--- src/design/lwfc_pkg.sv ---
`default_nettype none

package lwfc_pkg;

  localparam int TrigFracBitsDef = 14;

  localparam int RangeW = 16;
  localparam int TrigW  = 16;
  localparam int SpeedW = 12;
  localparam int TurnW  = 13;

  localparam int GapW = 17;
  localparam logic [GapW-1:0] GapNone = '1;

  // shared multiplier operand and product widths
  localparam int MulW  = 25;
  localparam int ProdW = 2 * MulW;

  localparam int CfgIdxW  = 3;
  localparam int CfgDataW = 12;

  localparam logic [CfgIdxW-1:0] CfgFollowLeft  = 3'd0;
  localparam logic [CfgIdxW-1:0] CfgLaserOffset = 3'd1;
  localparam logic [CfgIdxW-1:0] CfgFrontLength = 3'd2;
  localparam logic [CfgIdxW-1:0] CfgHalfWidth   = 3'd3;
  localparam logic [CfgIdxW-1:0] CfgFrontMargin = 3'd4;
  localparam logic [CfgIdxW-1:0] CfgSideTarget  = 3'd5;
  localparam logic [CfgIdxW-1:0] CfgMaxSpeed    = 3'd6;
  localparam logic [CfgIdxW-1:0] CfgMaxTurn     = 3'd7;

  // exact floor division of values below 2^22 by 1000 and 10000
  localparam logic [MulW-1:0] Recip1000  = 25'd4294968;
  localparam logic [MulW-1:0] Recip10000 = 25'd6871948;
  localparam int Shift1000  = 32;
  localparam int Shift10000 = 36;

  localparam logic [9:0] MeetExtra = 10'd111;
  localparam logic [9:0] SpeedCap  = 10'd1000;
  localparam logic [9:0] TurnClamp = 10'd1000;

  typedef struct packed {
    logic        follow_left;
    logic [9:0]  laser_offset;
    logic [10:0] fwd_limit;
    logic [9:0]  body_half;
    logic [8:0]  front_margin;
    logic [9:0]  wall_gap;
    logic [11:0] max_speed;
    logic [11:0] max_turn;
  } cfg_t;

  localparam cfg_t CfgReset = '{
    follow_left:  1'b0,
    laser_offset: 10'd290,
    fwd_limit:    11'd300,
    body_half:    10'd200,
    front_margin: 9'd50,
    wall_gap:     10'd100,
    max_speed:    12'd800,
    max_turn:     12'd500
  };

  typedef struct packed {
    logic            front_hit;
    logic            side_hit;
    logic [GapW-1:0] gap;
  } zone_t;

endpackage

`default_nettype wire

--- src/design/lwfc_mul.sv ---
`default_nettype none

module lwfc_mul import lwfc_pkg::*; (
  input  logic                    clk_i,
  input  logic                    en_i,
  input  logic signed [MulW-1:0]  a_i,
  input  logic signed [MulW-1:0]  b_i,
  output logic signed [ProdW-1:0] p_o
);

  logic signed [ProdW-1:0] p_q;

  always_ff @(posedge clk_i) begin
    if (en_i) begin
      p_q <= ProdW'(a_i) * ProdW'(b_i);
    end
  end

  assign p_o = p_q;

endmodule

`default_nettype wire

--- config.mk ---
export PLATFORM = sky130hd
export DESIGN_NAME = lwfc_mul
export DESIGN_NICKNAME = d
export VERILOG_FILES = /design/src/design/lwfc_pkg.sv /design/src/design/lwfc_mul.sv
export SDC_FILE = /design/constraint.sdc
export NUM_CORES = 2
export LEC_CHECK = 0
export ABC_AREA = 1
export BUFFER_PORTS_ARGS = -buffer_cell sky130_fd_sc_hd__buf_4
export CAP_MARGIN = 20
export CORE_MARGIN = 4
export CORE_UTILIZATION = 35
export DETAILED_ROUTE_END_ITERATION = 10
export PLACE_DENSITY_LB_ADDON = 0.12
export SLEW_MARGIN = 5
export SYNTH_ARGS = -nofsm -noshare
export SYNTH_HDL_FRONTEND = slang
export SYNTH_SLANG_ARGS = --single-unit
--- constraint.sdc ---
create_clock -name clk_i -period 8.8 [get_ports clk_i]
set_clock_uncertainty 0.2 [all_clocks]
set_input_delay 0 -clock clk_i [delete_from_list [all_inputs] [get_ports clk_i]]
set_output_delay 0 -clock clk_i [all_outputs]
set_load 0.05 [all_outputs]
==> qor_table.md <==
| Quantity | This run |
|:---|:---|
| Total of endpoints with negative setup slack in the final report | 0 |
| First-pass iteration count of the detailed router | 4 |
| Commonest cells after routing, fill and taps aside | sky130_fd_sc_hd__inv_1 (1,190), sky130_fd_sc_hd__nand2_1 (995), sky130_fd_sc_hd__fa_1 (658) |
| Setup repair after global routing missed its margin | false |
| Bufs on Longest Clock Path | 2 |
| Vias in the first global route | 22,100 |
| Die Y-Extent | 285 um |
| Core outline area | 0.0761 mm2 |
| Gate Count Post-Synth | 3,490 |
| Clock edge transition at the registers on the reported setup and hold paths | 70 ps |
| Antenna violations before repair | 1 |
| Floorplan row count | 101 |
| Netlist cell types | 28 |
| Number of nets in the layout | 4,303 |
| Share of the synthesized area in the top cell type | 0.490 |
| Final Critical Period | 6900 ps |
| M1 wire length | 32.3 mm |
| Die Span X | 285 um |
| Ratio of cells with drive above 1 in the final layout | 0.0498 |
| Final-report hold violation count | 0 |
| Top layer used by detailed routing | met4 |
| Most common cell after layout, fill and taps aside | sky130_fd_sc_hd__inv_1 |
| Overall overflow remaining after global route | 0 |
| Routed wire per std cell | 16.5 um |
| Number of buffers inserted for hold repair after clock tree synthesis | 0 |
| Clock Root Buffer | sky130_fd_sc_hd__clkbuf_16 |
| Worst-path fanout max | 25 |
| HPWL Detailed | 63.7 mm |
| Total Routing Usage GR | 0.191 |
| Post-Syn Area | 0.0269 mm2 |
| Final max-slew violation count | 0 |
| Arrival time of data at the critical path endpoint | 6750 ps |
| Tightest slew margin relative to the limit | 0.538 |
| Cell type with the highest aggregate area in the netlist | sky130_fd_sc_hd__fa_1 |
| Global-route wire length before repair | 123 mm |
| # H-tree levels | 2 |
| Largest net degree at the start of global routing | 51 |
| Count of flip-flops with a built-in enable after synthesis | 50 |
| Area contributors post-synth | sky130_fd_sc_hd__fa_1 (49%), sky130_fd_sc_hd__inv_1 (17%), sky130_fd_sc_hd__nand2_1 (14%) |
| Number of flip-flops under the largest register name | 50 |
| Number of clock sinks | 50 |
| Total length of routed wires | 74.1 mm |
| Placer's final routability congestion estimate | 0.880 |
| Count of routing violations after the opening detailed-route iteration | 848 |
| Slew at the pin with the worst max-slew slack | 692 ps |
| Number of I/O pins | 102 |
| Post-synth ARST share | 0 |
| Fill count | 8,241 |
| Max-cap check violation count | 0 |
| Length of routed met3 wiring | 1.88 mm |
| Class of the most critical hold timing path | input port to flop |
| Area enclosed by the die boundary | 0.0814 mm2 |
| # port buffers | 101 |
| CTS tree | built |
| Warnings, synthesis | 0 |
| Antenna-violating nets left | 0 |
| Drt drc | 0 |
| Count of buffers added by post-CTS timing repair for setup | 0 |
| Per-cell via count in the routed design | 4.40 |
| Post-synthesis sequential element count | 50 |
| Setup Crit Path Kind | input port to flop |
| Starting Density | 0.354 |
| Primary FF master, synth | sky130_fd_sc_hd__edfxtp_1 |
| Total number of vias | 19,700 |
| Required time of the critical path | 8650 ps |
| Sum of negative setup slack | 0 ps |
| FMAX | 145 MHz |
| Mean area per synthesized cell | 7.71 um2 |
| Number of buffers created by CTS | 5 |
| Crit path launch type | input port |
| Quantity of gates resized following cts | 0 |
| Worst setup EP type | flop |
| Net count of the mapped netlist | 4,341 |
| Sequential-to-total area share from yosys stat | 0.0558 |
| Result of the run | finished clean |
| Area growth from synthesis to layout | 6.17% |
| Routed wire length on met2 | 38.7 mm |
| Period utilisation layout | 0.784 |
[metrics by stage]
step / setup slack (ps) / util / hold slack, ps / cell area [um2] / std cells
4_1_cts: 1850 / 0.375 / 74.6 / 28600 / 4483
3_3_place_gp: 1620 / 0.373 / 288 / 28400 / 4475
3_5_place_dp: 1550 / 0.373 / 288 / 28400 / 4475
2_1_floorplan: 2260 / - / -87.5 / 26900 / 3490
6_report: 1900 / 0.375 / 66.9 / 28600 / 4484
5_1_grt: 1400 / 0.375 / 98.6 / 28600 / 4483
[cell families (layout without fill, tap and decap cells)]
logic type | Yosys count | count (layout) | share of synthesized area
other | 0 | 1 | 0
adder cells (fa/ha/maj) | 799 | 799 | 0.555
flip-flops | 50 | 50 | 0.0558
AO/OA/AOI/OAI | 63 | 63 | 0.0127
buffers and inverters | 1353 | 1316 | 0.189
AND/OR/NAND/NOR | 1194 | 1194 | 0.177
XOR/XNOR | 31 | 31 | 0.0101
[final cells by class]
class / count / area (um2) / area share
tap: 1030 / 1290 / 0.0451
timing repair buffer: 104 / 781 / 0.0273
clock buffer: 5 / 125 / 0.00438
sequential: 50 / 1500 / 0.0526
multi-input combinational: 2087 / 20300 / 0.712
inverter: 1204 / 4520 / 0.158
antenna: 1 / 2.50 / 0.0000876
clock inverter: 3 / 21.3 / 0.000745
[metal layers]
layer  track usage  up-vias
li1              -     9425
met3        0.0102       67
met4        0.0292        0
met1         0.247     9975
met2         0.361      271
met5             0        -
[cell usage after synthesis (9+ instances only)]
| library cell | number |
|---|---|
| sky130_fd_sc_hd__a21oi_1 | 44 |
| sky130_fd_sc_hd__clkbuf_1 | 148 |
| sky130_fd_sc_hd__edfxtp_1 | 50 |
| sky130_fd_sc_hd__fa_1 | 658 |
| sky130_fd_sc_hd__ha_1 | 141 |
| sky130_fd_sc_hd__inv_1 | 1190 |
| sky130_fd_sc_hd__inv_2 | 14 |
| sky130_fd_sc_hd__nand2_1 | 995 |
| sky130_fd_sc_hd__nand3_1 | 41 |
| sky130_fd_sc_hd__nand4_1 | 16 |
| sky130_fd_sc_hd__nor2_1 | 86 |
| sky130_fd_sc_hd__nor2_2 | 16 |
| sky130_fd_sc_hd__o21ai_0 | 9 |
| sky130_fd_sc_hd__xnor2_1 | 11 |
| sky130_fd_sc_hd__xor2_1 | 20 |
[critical path, cell delays in order]
cell and delay [ps]:
sky130_fd_sc_hd__buf_4 220, sky130_fd_sc_hd__nand2_1 140, sky130_fd_sc_hd__inv_1 90, sky130_fd_sc_hd__fa_1 670, sky130_fd_sc_hd__inv_1 130, sky130_fd_sc_hd__fa_1 800, sky130_fd_sc_hd__inv_1 170, sky130_fd_sc_hd__fa_1 880
sky130_fd_sc_hd__inv_1 190, sky130_fd_sc_hd__fa_1 430, sky130_fd_sc_hd__inv_1 90, sky130_fd_sc_hd__fa_1 410, sky130_fd_sc_hd__fa_1 540, sky130_fd_sc_hd__inv_1 50, sky130_fd_sc_hd__fa_1 470, sky130_fd_sc_hd__inv_1 40
sky130_fd_sc_hd__ha_1 400, sky130_fd_sc_hd__nand2_1 130, sky130_fd_sc_hd__nor2_1 220, sky130_fd_sc_hd__nand2_1 140, sky130_fd_sc_hd__nor3_2 160, sky130_fd_sc_hd__nand3_1 140, sky130_fd_sc_hd__nand4_1 140, sky130_fd_sc_hd__nand2_1 60
[final timing paths]
kind,from,to,slack (ps),cells after the start
worst max-delay path,b_i[1],p_o[41],1900,24
worst min-delay path,en_i,p_o[8],70,1
Power is not shown: default switching activity piles up to over one toggle a cycle in this logic, so the estimate is an artifact.
