**config.mk**
```make
export PLATFORM = sky130hd
export DESIGN_NAME = lwfc_zone
export DESIGN_NICKNAME = d
export VERILOG_FILES = /design/src/design/lwfc_pkg.sv /design/src/design/lwfc_zone.sv
export SDC_FILE = /design/constraint.sdc
export NUM_CORES = 1
export LEC_CHECK = 0
export BUFFER_PORTS_ARGS = -buffer_cell sky130_fd_sc_hd__buf_2
export CAP_MARGIN = 0
export CORE_MARGIN = 2
export CORE_UTILIZATION = 40
export DETAILED_ROUTE_END_ITERATION = 8
export PLACE_DENSITY_LB_ADDON = 0.08
export REMOVE_ABC_BUFFERS = 1
export SYNTH_ARGS = -nofsm -noshare
export SYNTH_HDL_FRONTEND = slang
export SYNTH_SLANG_ARGS = --single-unit
```
**constraint.sdc**
```tcl
create_clock -name vclk -period 8.55
set_input_delay 2.565 -clock vclk [all_inputs]
set_output_delay 2.565 -clock vclk [all_outputs]
set_load 0.02 [all_outputs]
```
**src/design/lwfc_pkg.sv**
```systemverilog
`default_nettype none

package lwfc_pkg;

  localparam int TrigFracBitsDef = 14;

  localparam int RangeW = 16;
  localparam int TrigW  = 16;
  localparam int SpeedW = 12;
  localparam int TurnW  = 13;

  localparam int GapW = 17;
  localparam logic [GapW-1:0] GapNone = '1;

  // shared multiplier operand and product widths
  localparam int MulW  = 25;
  localparam int ProdW = 2 * MulW;

  localparam int CfgIdxW  = 3;
  localparam int CfgDataW = 12;

  localparam logic [CfgIdxW-1:0] CfgFollowLeft  = 3'd0;
  localparam logic [CfgIdxW-1:0] CfgLaserOffset = 3'd1;
  localparam logic [CfgIdxW-1:0] CfgFrontLength = 3'd2;
  localparam logic [CfgIdxW-1:0] CfgHalfWidth   = 3'd3;
  localparam logic [CfgIdxW-1:0] CfgFrontMargin = 3'd4;
  localparam logic [CfgIdxW-1:0] CfgSideTarget  = 3'd5;
  localparam logic [CfgIdxW-1:0] CfgMaxSpeed    = 3'd6;
  localparam logic [CfgIdxW-1:0] CfgMaxTurn     = 3'd7;

  // exact floor division of values below 2^22 by 1000 and 10000
  localparam logic [MulW-1:0] Recip1000  = 25'd4294968;
  localparam logic [MulW-1:0] Recip10000 = 25'd6871948;
  localparam int Shift1000  = 32;
  localparam int Shift10000 = 36;

  localparam logic [9:0] MeetExtra = 10'd111;
  localparam logic [9:0] SpeedCap  = 10'd1000;
  localparam logic [9:0] TurnClamp = 10'd1000;

  typedef struct packed {
    logic        follow_left;
    logic [9:0]  laser_offset;
    logic [10:0] fwd_limit;
    logic [9:0]  body_half;
    logic [8:0]  front_margin;
    logic [9:0]  wall_gap;
    logic [11:0] max_speed;
    logic [11:0] max_turn;
  } cfg_t;

  localparam cfg_t CfgReset = '{
    follow_left:  1'b0,
    laser_offset: 10'd290,
    fwd_limit:    11'd300,
    body_half:    10'd200,
    front_margin: 9'd50,
    wall_gap:     10'd100,
    max_speed:    12'd800,
    max_turn:     12'd500
  };

  typedef struct packed {
    logic            front_hit;
    logic            side_hit;
    logic [GapW-1:0] gap;
  } zone_t;

endpackage

`default_nettype wire

```
**src/design/lwfc_zone.sv**
```systemverilog
`default_nettype none

module lwfc_zone import lwfc_pkg::*; #(
  parameter int CoordW = 21
) (
  input  logic signed [CoordW-1:0] x_i,
  input  logic signed [CoordW-1:0] y_i,
  input  cfg_t                     cfg_i,
  output zone_t                    zone_o
);

  localparam int ZW = (CoordW + 2 > GapW + 2) ? CoordW + 2 : GapW + 2;

  logic signed [ZW-1:0] xs, ys, ay;
  logic signed [ZW-1:0] fl, hw, lat_lim, gap_lim;
  logic signed [ZW-1:0] front_gap, right_gap, left_gap, sel_gap;
  logic                 front_hit, right_hit, left_hit;

  assign xs      = ZW'(x_i);
  assign ys      = ZW'(y_i);
  assign ay      = (ys < 0) ? -ys : ys;
  assign fl      = ZW'(cfg_i.fwd_limit);
  assign hw      = ZW'(cfg_i.body_half);
  assign lat_lim = ZW'(cfg_i.body_half) + ZW'(cfg_i.front_margin);
  assign gap_lim = ZW'(GapNone);

  assign front_gap = xs - fl;
  assign right_gap = -ys - hw;
  assign left_gap  = ys - hw;

  assign front_hit = (xs > fl) && (ay < lat_lim);
  assign right_hit = !cfg_i.follow_left && (xs < fl) && (ys < -hw);
  assign left_hit  = cfg_i.follow_left && (xs < fl) && (ys > hw);

  always_comb begin
    if (front_hit) begin
      sel_gap = front_gap;
    end else if (cfg_i.follow_left) begin
      sel_gap = left_gap;
    end else begin
      sel_gap = right_gap;
    end
  end

  // selected gap is always positive when its zone hits
  assign zone_o.front_hit = front_hit;
  assign zone_o.side_hit  = !front_hit && (right_hit || left_hit);
  assign zone_o.gap       = (sel_gap > gap_lim) ? GapNone : sel_gap[GapW-1:0];

endmodule

`default_nettype wire

```
==> flow_summary.json, run 1 <==
{
  "n_antenna_cell": 0,
  "seq_area_um2": 0,
  "drv_cap": 0,
  "yosysTopAreaCell": "ha_1",
  "start_util_pct": 40.6,
  "place_inst": 993,
  "synthCells": 654,
  "p_comb_share_pct": 100.0,
  "clock_buffers": 0,
  "nFlopsAndLatches": 0,
  "seqPwrFrac_pct": 0,
  "grt_pass1_vias": 5450,
  "crit_start": "y_i[2]",
  "rows": 39,
  "synthesis.area_um2": 4580,
  "worstPathMaxFanout": 8,
  "clkPwrFrac_pct": 0,
  "finalSetupViolations": 17,
  "rsz0062_at_grt": "yes",
  "grt_pass1_wl_mm": 25.5,
  "outcome": "finished, violations left",
  "ios": 136,
  "coreArea_um2": 11300,
  "fin_cells": 1009,
  "violations": "setup timing",
  "synthTopCellsByArea": "ha_1 21%, xnor2_1 8.6%, xor2_1 5.2%",
  "place.detailed.hpwl_mm": 12.9,
  "worst_setup_path_start_kind": "input pin",
  "die_y_um": 111,
  "internal_power_uw": 221,
  "vias": 5591,
  "yosysWarnings": 0,
  "hp-start": "x_i[20]",
  "drt-initial-drc-count": 280,
  "dr.pass1.iters": 4,
  "wire_per_inst_um": 15.7,
  "worstMarginPinSlew_ps": 857,
  "end_kind": "primary output",
  "holdWs_ps": 5620,
  "die_x_um": 111,
  "fmax_mhz": 110,
  "ys_seq_area_share_pct": 0,
  "antenna_found_initial": 0,
  "drv_slew": 0,
  "hp-class": "input pin to primary output",
  "grt_usage_pct": 24.2,
  "avgSynthCellArea_um2": 7.00,
  "place.gp.congestion": 0.942,
  "detail_route.vias_per_cell": 5.54,
  "drc_errors": 0,
  "synth_top_area_share_pct": 20.8,
  "relSlewSlack_pct": 42.4,
  "grt_max_degree": 27,
  "area_growth_pct": 44.3,
  "fin_area_um2": 6610,
  "fin_nets": 1065,
  "irDropWorstVdd_mv": 0.0485,
  "criticalPathCategory": "input pin to primary output",
  "critPathRequiredTime_ps": 5990,
  "fin_crit_sh_pct": 106,
  "p_leak_uw": 0.00307,
  "period_needed_ps": 9080,
  "p_switching_uw": 236,
  "fin_ws_ps": -528,
  "placed_area_um2": 6080,
  "routed_wl_mm": 15.8,
  "io_buffers": 92,
  "dieArea_um2": 12300,
  "cp.arrival_ps": 6510,
  "fillers": 1098,
  "finalHoldViolations": 0,
  "powerDensity_nw_per_um2": 69.3,
  "layout-drive-gt1-share_pct": 32.8,
  "ctsHoldBuffers": 0,
  "grt.overflow.total": 0,
  "switching_share_pct": 51.6,
  "ys_types": 67,
  "detail-route-antenna-nets": 0,
  "tns_ps": -8390
}
[power by group through the flow]
stage	combinational (uW)	clock, uW	sequential, uW
floorplan	240	0	0
CTS	440	0	0
global placement	387	0	0
detailed placement	396	0	0
global route	503	0	0
finish	458	0	0
[what timing repair did]
action / in CTS / in global routing
buffers inserted: 12 / 2
gates cloned: 2 / 1
setup endpoints to repair: 18 / 19
gates resized for setup: 57 / 25
pin swaps: 18 / 13
[cell usage in the layout (no fill, tap or decap), types with 8 or more instances in the layout]
cell type / n
a211oi_1: 13
and2_1: 8
a21o_1: 18
nor2b_1: 10
inv_1: 46
nand3_1: 11
nor3_1: 17
nand2b_1: 11
o21ai_1: 8
nor4_1: 9
xnor2_1: 45
a21oi_1: 35
mux2i_1: 8
nand4_1: 13
ha_1: 73
buf_2: 75
nor2_1: 53
or3_1: 9
or4_1: 9
o21bai_1: 10
o21a_1: 14
xor2_1: 27
o21ai_0: 37
buf_6: 20
nand2_1: 43
buf_4: 132
[cell usage after synthesis (11+ instances only)]
cell / n
a211oi_1: 14
nor3_1: 17
o21ai_0: 39
ha_1: 76
nand4_1: 13
a21o_1: 18
a21oi_1: 41
o21a_1: 14
nand2_1: 44
nand2b_1: 11
nor2_1: 55
nand3_1: 11
inv_1: 47
xor2_1: 27
clkbuf_1: 17
xnor2_1: 45
o21ai_1: 12
nor4_1: 12
[final timing paths]
path | endpoint | slack [ps] | cells past startpoint
worst min-delay path | zone_o[17] | 5620 | 3
worst max-delay path | zone_o[11] | -530 | 20
[through the flow]
stage          util [%]  power [uW]  worst slack, ps
5_1_grt            58.6         503             -701
6_report           58.6         458             -528
4_1_cts            57.3         440             -477
3_3_place_gp       53.9         387             -845
2_1_floorplan         -         240             -598
3_5_place_dp       53.9         396             -840
[cells by family (layout without fill, tap and decap cells)]
family | Yosys count | after routing | synth area share, %
and+or+nand+nor | 224 | 224 | 25.8
AOI/OAI and AO/OA | 199 | 199 | 29.5
adders and majority gates | 80 | 80 | 22.5
xor gates and xnor gates | 72 | 72 | 13.8
buffers and inverters | 67 | 279 | 5.74
muxes | 12 | 12 | 2.73
[critical path, stage by stage]
cell and delay (ps):
buf_2 110, or4_4 560, nor4_4 170, nand2b_1 120
o21a_1 190, nor2_2 110, ha_1 280, buf_4 160
and2_1 130, a211o_1 270, or2_4 270, nor4b_4 250
buf_4 160, a21oi_1 50, or4_4 490, o31ai_4 80
buf_6 170, buf_16 140, o21ai_1 70, buf_4 160
[final cells by class]
cell class | instances | area, um2 | area share (%)
inverter | 47 | 180 | 2.73
multi-input combinational | 587 | 4540 | 68.7
tap | 143 | 179 | 2.71
timing repair buffer | 232 | 1710 | 25.8
[per-layer routing]
metal | GRT usage, % | share of wire [%] | routed length [um]
met5 | 0 | 0 | 0
met4 | 4.17 | 2.1 | 327
met3 | 1.20 | 4.0 | 630
met2 | 42.7 | 47 | 7490
met1 | 33.0 | 47 | 7370
No activity file was read; power rests on OpenSTA's default activity.
==> run 2, diff against run 1 <==
- CORE_UTILIZATION: 40 -> 50
==> run 2 against run 1 <==
  * Fmax grew 0.94%
  * Critical path depth shrank 5
  * Combinational power rose by 3%
  * Die area fell by 19%
  * Flip-flop and latch count did not move
  * First-iteration DRC count is 53% higher
  * Hold slack got worse by 11 ps
  * Cell area up 1.3%
  * The run still ends with setup timing left
  * Non-clock buffer count grew 10
==> flow_summary.json, run 2 (synthesis gave the netlist of run 1 again) <==
{
  "worstPathMaxFanout": 8,
  "drv_slew": 0,
  "start_util_pct": 52.0,
  "place_ws_ps": -811,
  "cp.arrival_ps": 6430,
  "routed_wl_mm": 16.0,
  "drt-initial-drc-count": 427,
  "drv_cap": 0,
  "area_growth_pct": 46.1,
  "fin_ws_ps": -444,
  "rsz0062_at_grt": "yes",
  "drc_errors": 0,
  "finalSetupViolations": 17,
  "hp-class": "input pin to primary output",
  "detail-route-antenna-nets": 0,
  "grt.overflow.total": 0,
  "criticalPathCategory": "input pin to primary output",
  "io_buffers": 92,
  "critPathRequiredTime_ps": 5990,
  "nFlopsAndLatches": 0,
  "n_antenna_cell": 0,
  "ios": 136,
  "fin_nets": 1075,
  "met2_length_mm": 7.71,
  "dr.pass1.iters": 5,
  "p_leak_uw": 0.00316,
  "grt_pass1_vias": 5687,
  "coreArea_um2": 8810,
  "wire_per_inst_um": 16.3,
  "ctsHoldBuffers": 0,
  "die_x_um": 99.7,
  "grt_max_degree": 27,
  "outcome": "finished, violations left",
  "fin_crit_sh_pct": 105,
  "wl_met1_mm": 7.13,
  "antenna_found_initial": 0,
  "vias": 5838,
  "crit_start": "y_i[2]",
  "top_layer": "met4",
  "crit_path_end": "zone_o[5]",
  "worstHoldPathCells": 5,
  "powerDensity_nw_per_um2": 70.3,
  "irDropWorstVdd_mv": 0.0439,
  "finish.utilization_pct": 76.0,
  "detail_route.vias_per_cell": 5.93,
  "grt_pass1_wl_mm": 26.0,
  "mostFrequentLayoutCells": "138 x buf_4, 74 x buf_2, 73 x ha_1",
  "violations": "setup timing",
  "layout_commonest_cell": "buf_4",
  "finalHoldViolations": 0,
  "place.detailed.hpwl_mm": 12.6,
  "power_uw": 471,
  "fmax_mhz": 111,
  "seq_area_um2": 0,
  "end_kind": "primary output",
  "clock_buffers": 0,
  "layout-drive-gt1-share_pct": 35.3,
  "die_y_um": 99.7,
  "period_needed_ps": 8990,
  "fillers": 699,
  "place.gp.congestion": 0.962,
  "rows": 34,
  "worstMarginPinSlew_ps": 789,
  "worst_setup_path_start_kind": "input pin",
  "relSlewSlack_pct": 46.9,
  "wl_met3_um": 810,
  "grt_usage_pct": 31.1,
  "dieArea_um2": 9940
}
==> run 2: cell count changes in the layout (fill, tap and decap cells not counted), moves of 3 or more <==
cell	before	now
o22ai_2	0	3
a21oi_1	35	30
buf_6	20	25
buf_4	132	138
o21ai_2	2	6
o22ai_4	4	1
o21ai_0	37	33
nor2_1	53	50
a21oi_2	6	11
==> run 2: critical path, cell delays in order <==
cell and delay (ps):
buf_6 90, or4_4 570, buf_4 170, or4_4 430
or4_1 550, a222oi_1 440, nor4b_4 310, buf_4 170
a21oi_2 50, or4_4 490, o31ai_4 90, buf_6 150
buf_12 130, o21ai_1 70, buf_2 160
==> run 2: metal layers <==
metal  vias to the layer above  GRT usage, %
met4                         0          6.43
met3                        32          2.04
li1                       2869             -
met1                      2722          41.0
met2                       215          55.9
met5                         -             0
==> run 2: area by class of cell <==
class	count	area, um2	area share [%]
Tap cell	108	135	2.02
Timing Repair Buffer	242	1790	26.7
Multi-Input combinational cell	587	4590	68.6
Inverter	47	176	2.64
==> run 2: worst min-delay path by stage <==
stage	startpoint	end	slack, ps
detailed placement	x_i[15]	zone_o[15]	5610
CTS	x_i[15]	zone_o[15]	5600
finish	x_i[15]	zone_o[15]	5610
global route	x_i[20]	zone_o[17]	5630
floorplan	x_i[15]	zone_o[15]	5380
global placement	x_i[15]	zone_o[15]	5610
==> run 2: stage by stage <==
stage	TNS (ps)	hold WS [ps]	cell area [um2]	std cells
2_1_floorplan	-9900	5380	4490	634
3_3_place_gp	-12910	5610	6060	962
3_5_place_dp	-13620	5610	6060	962
4_1_cts	-6930	5600	6430	980
5_1_grt	-8620	5630	6690	984
6_report	-6700	5610	6690	984
==> run 2: repair_timing <==
item                                   CTS  global route
endpoints found under the hold margin    0             0
setup endpoints to repair               18            18
pin swaps                               23            20
setup buffers                           18             5
cloned                                   2             1
resized for setup                       44            63
==> run 2: where the power goes <==
| part | total (uW) | switching (uW) | internal [uW] |
|---|---|---|---|
| registers | 0 | 0 | 0 |
| logic | 471 | 243 | 228 |
| clock network | 0 | 0 | 0 |
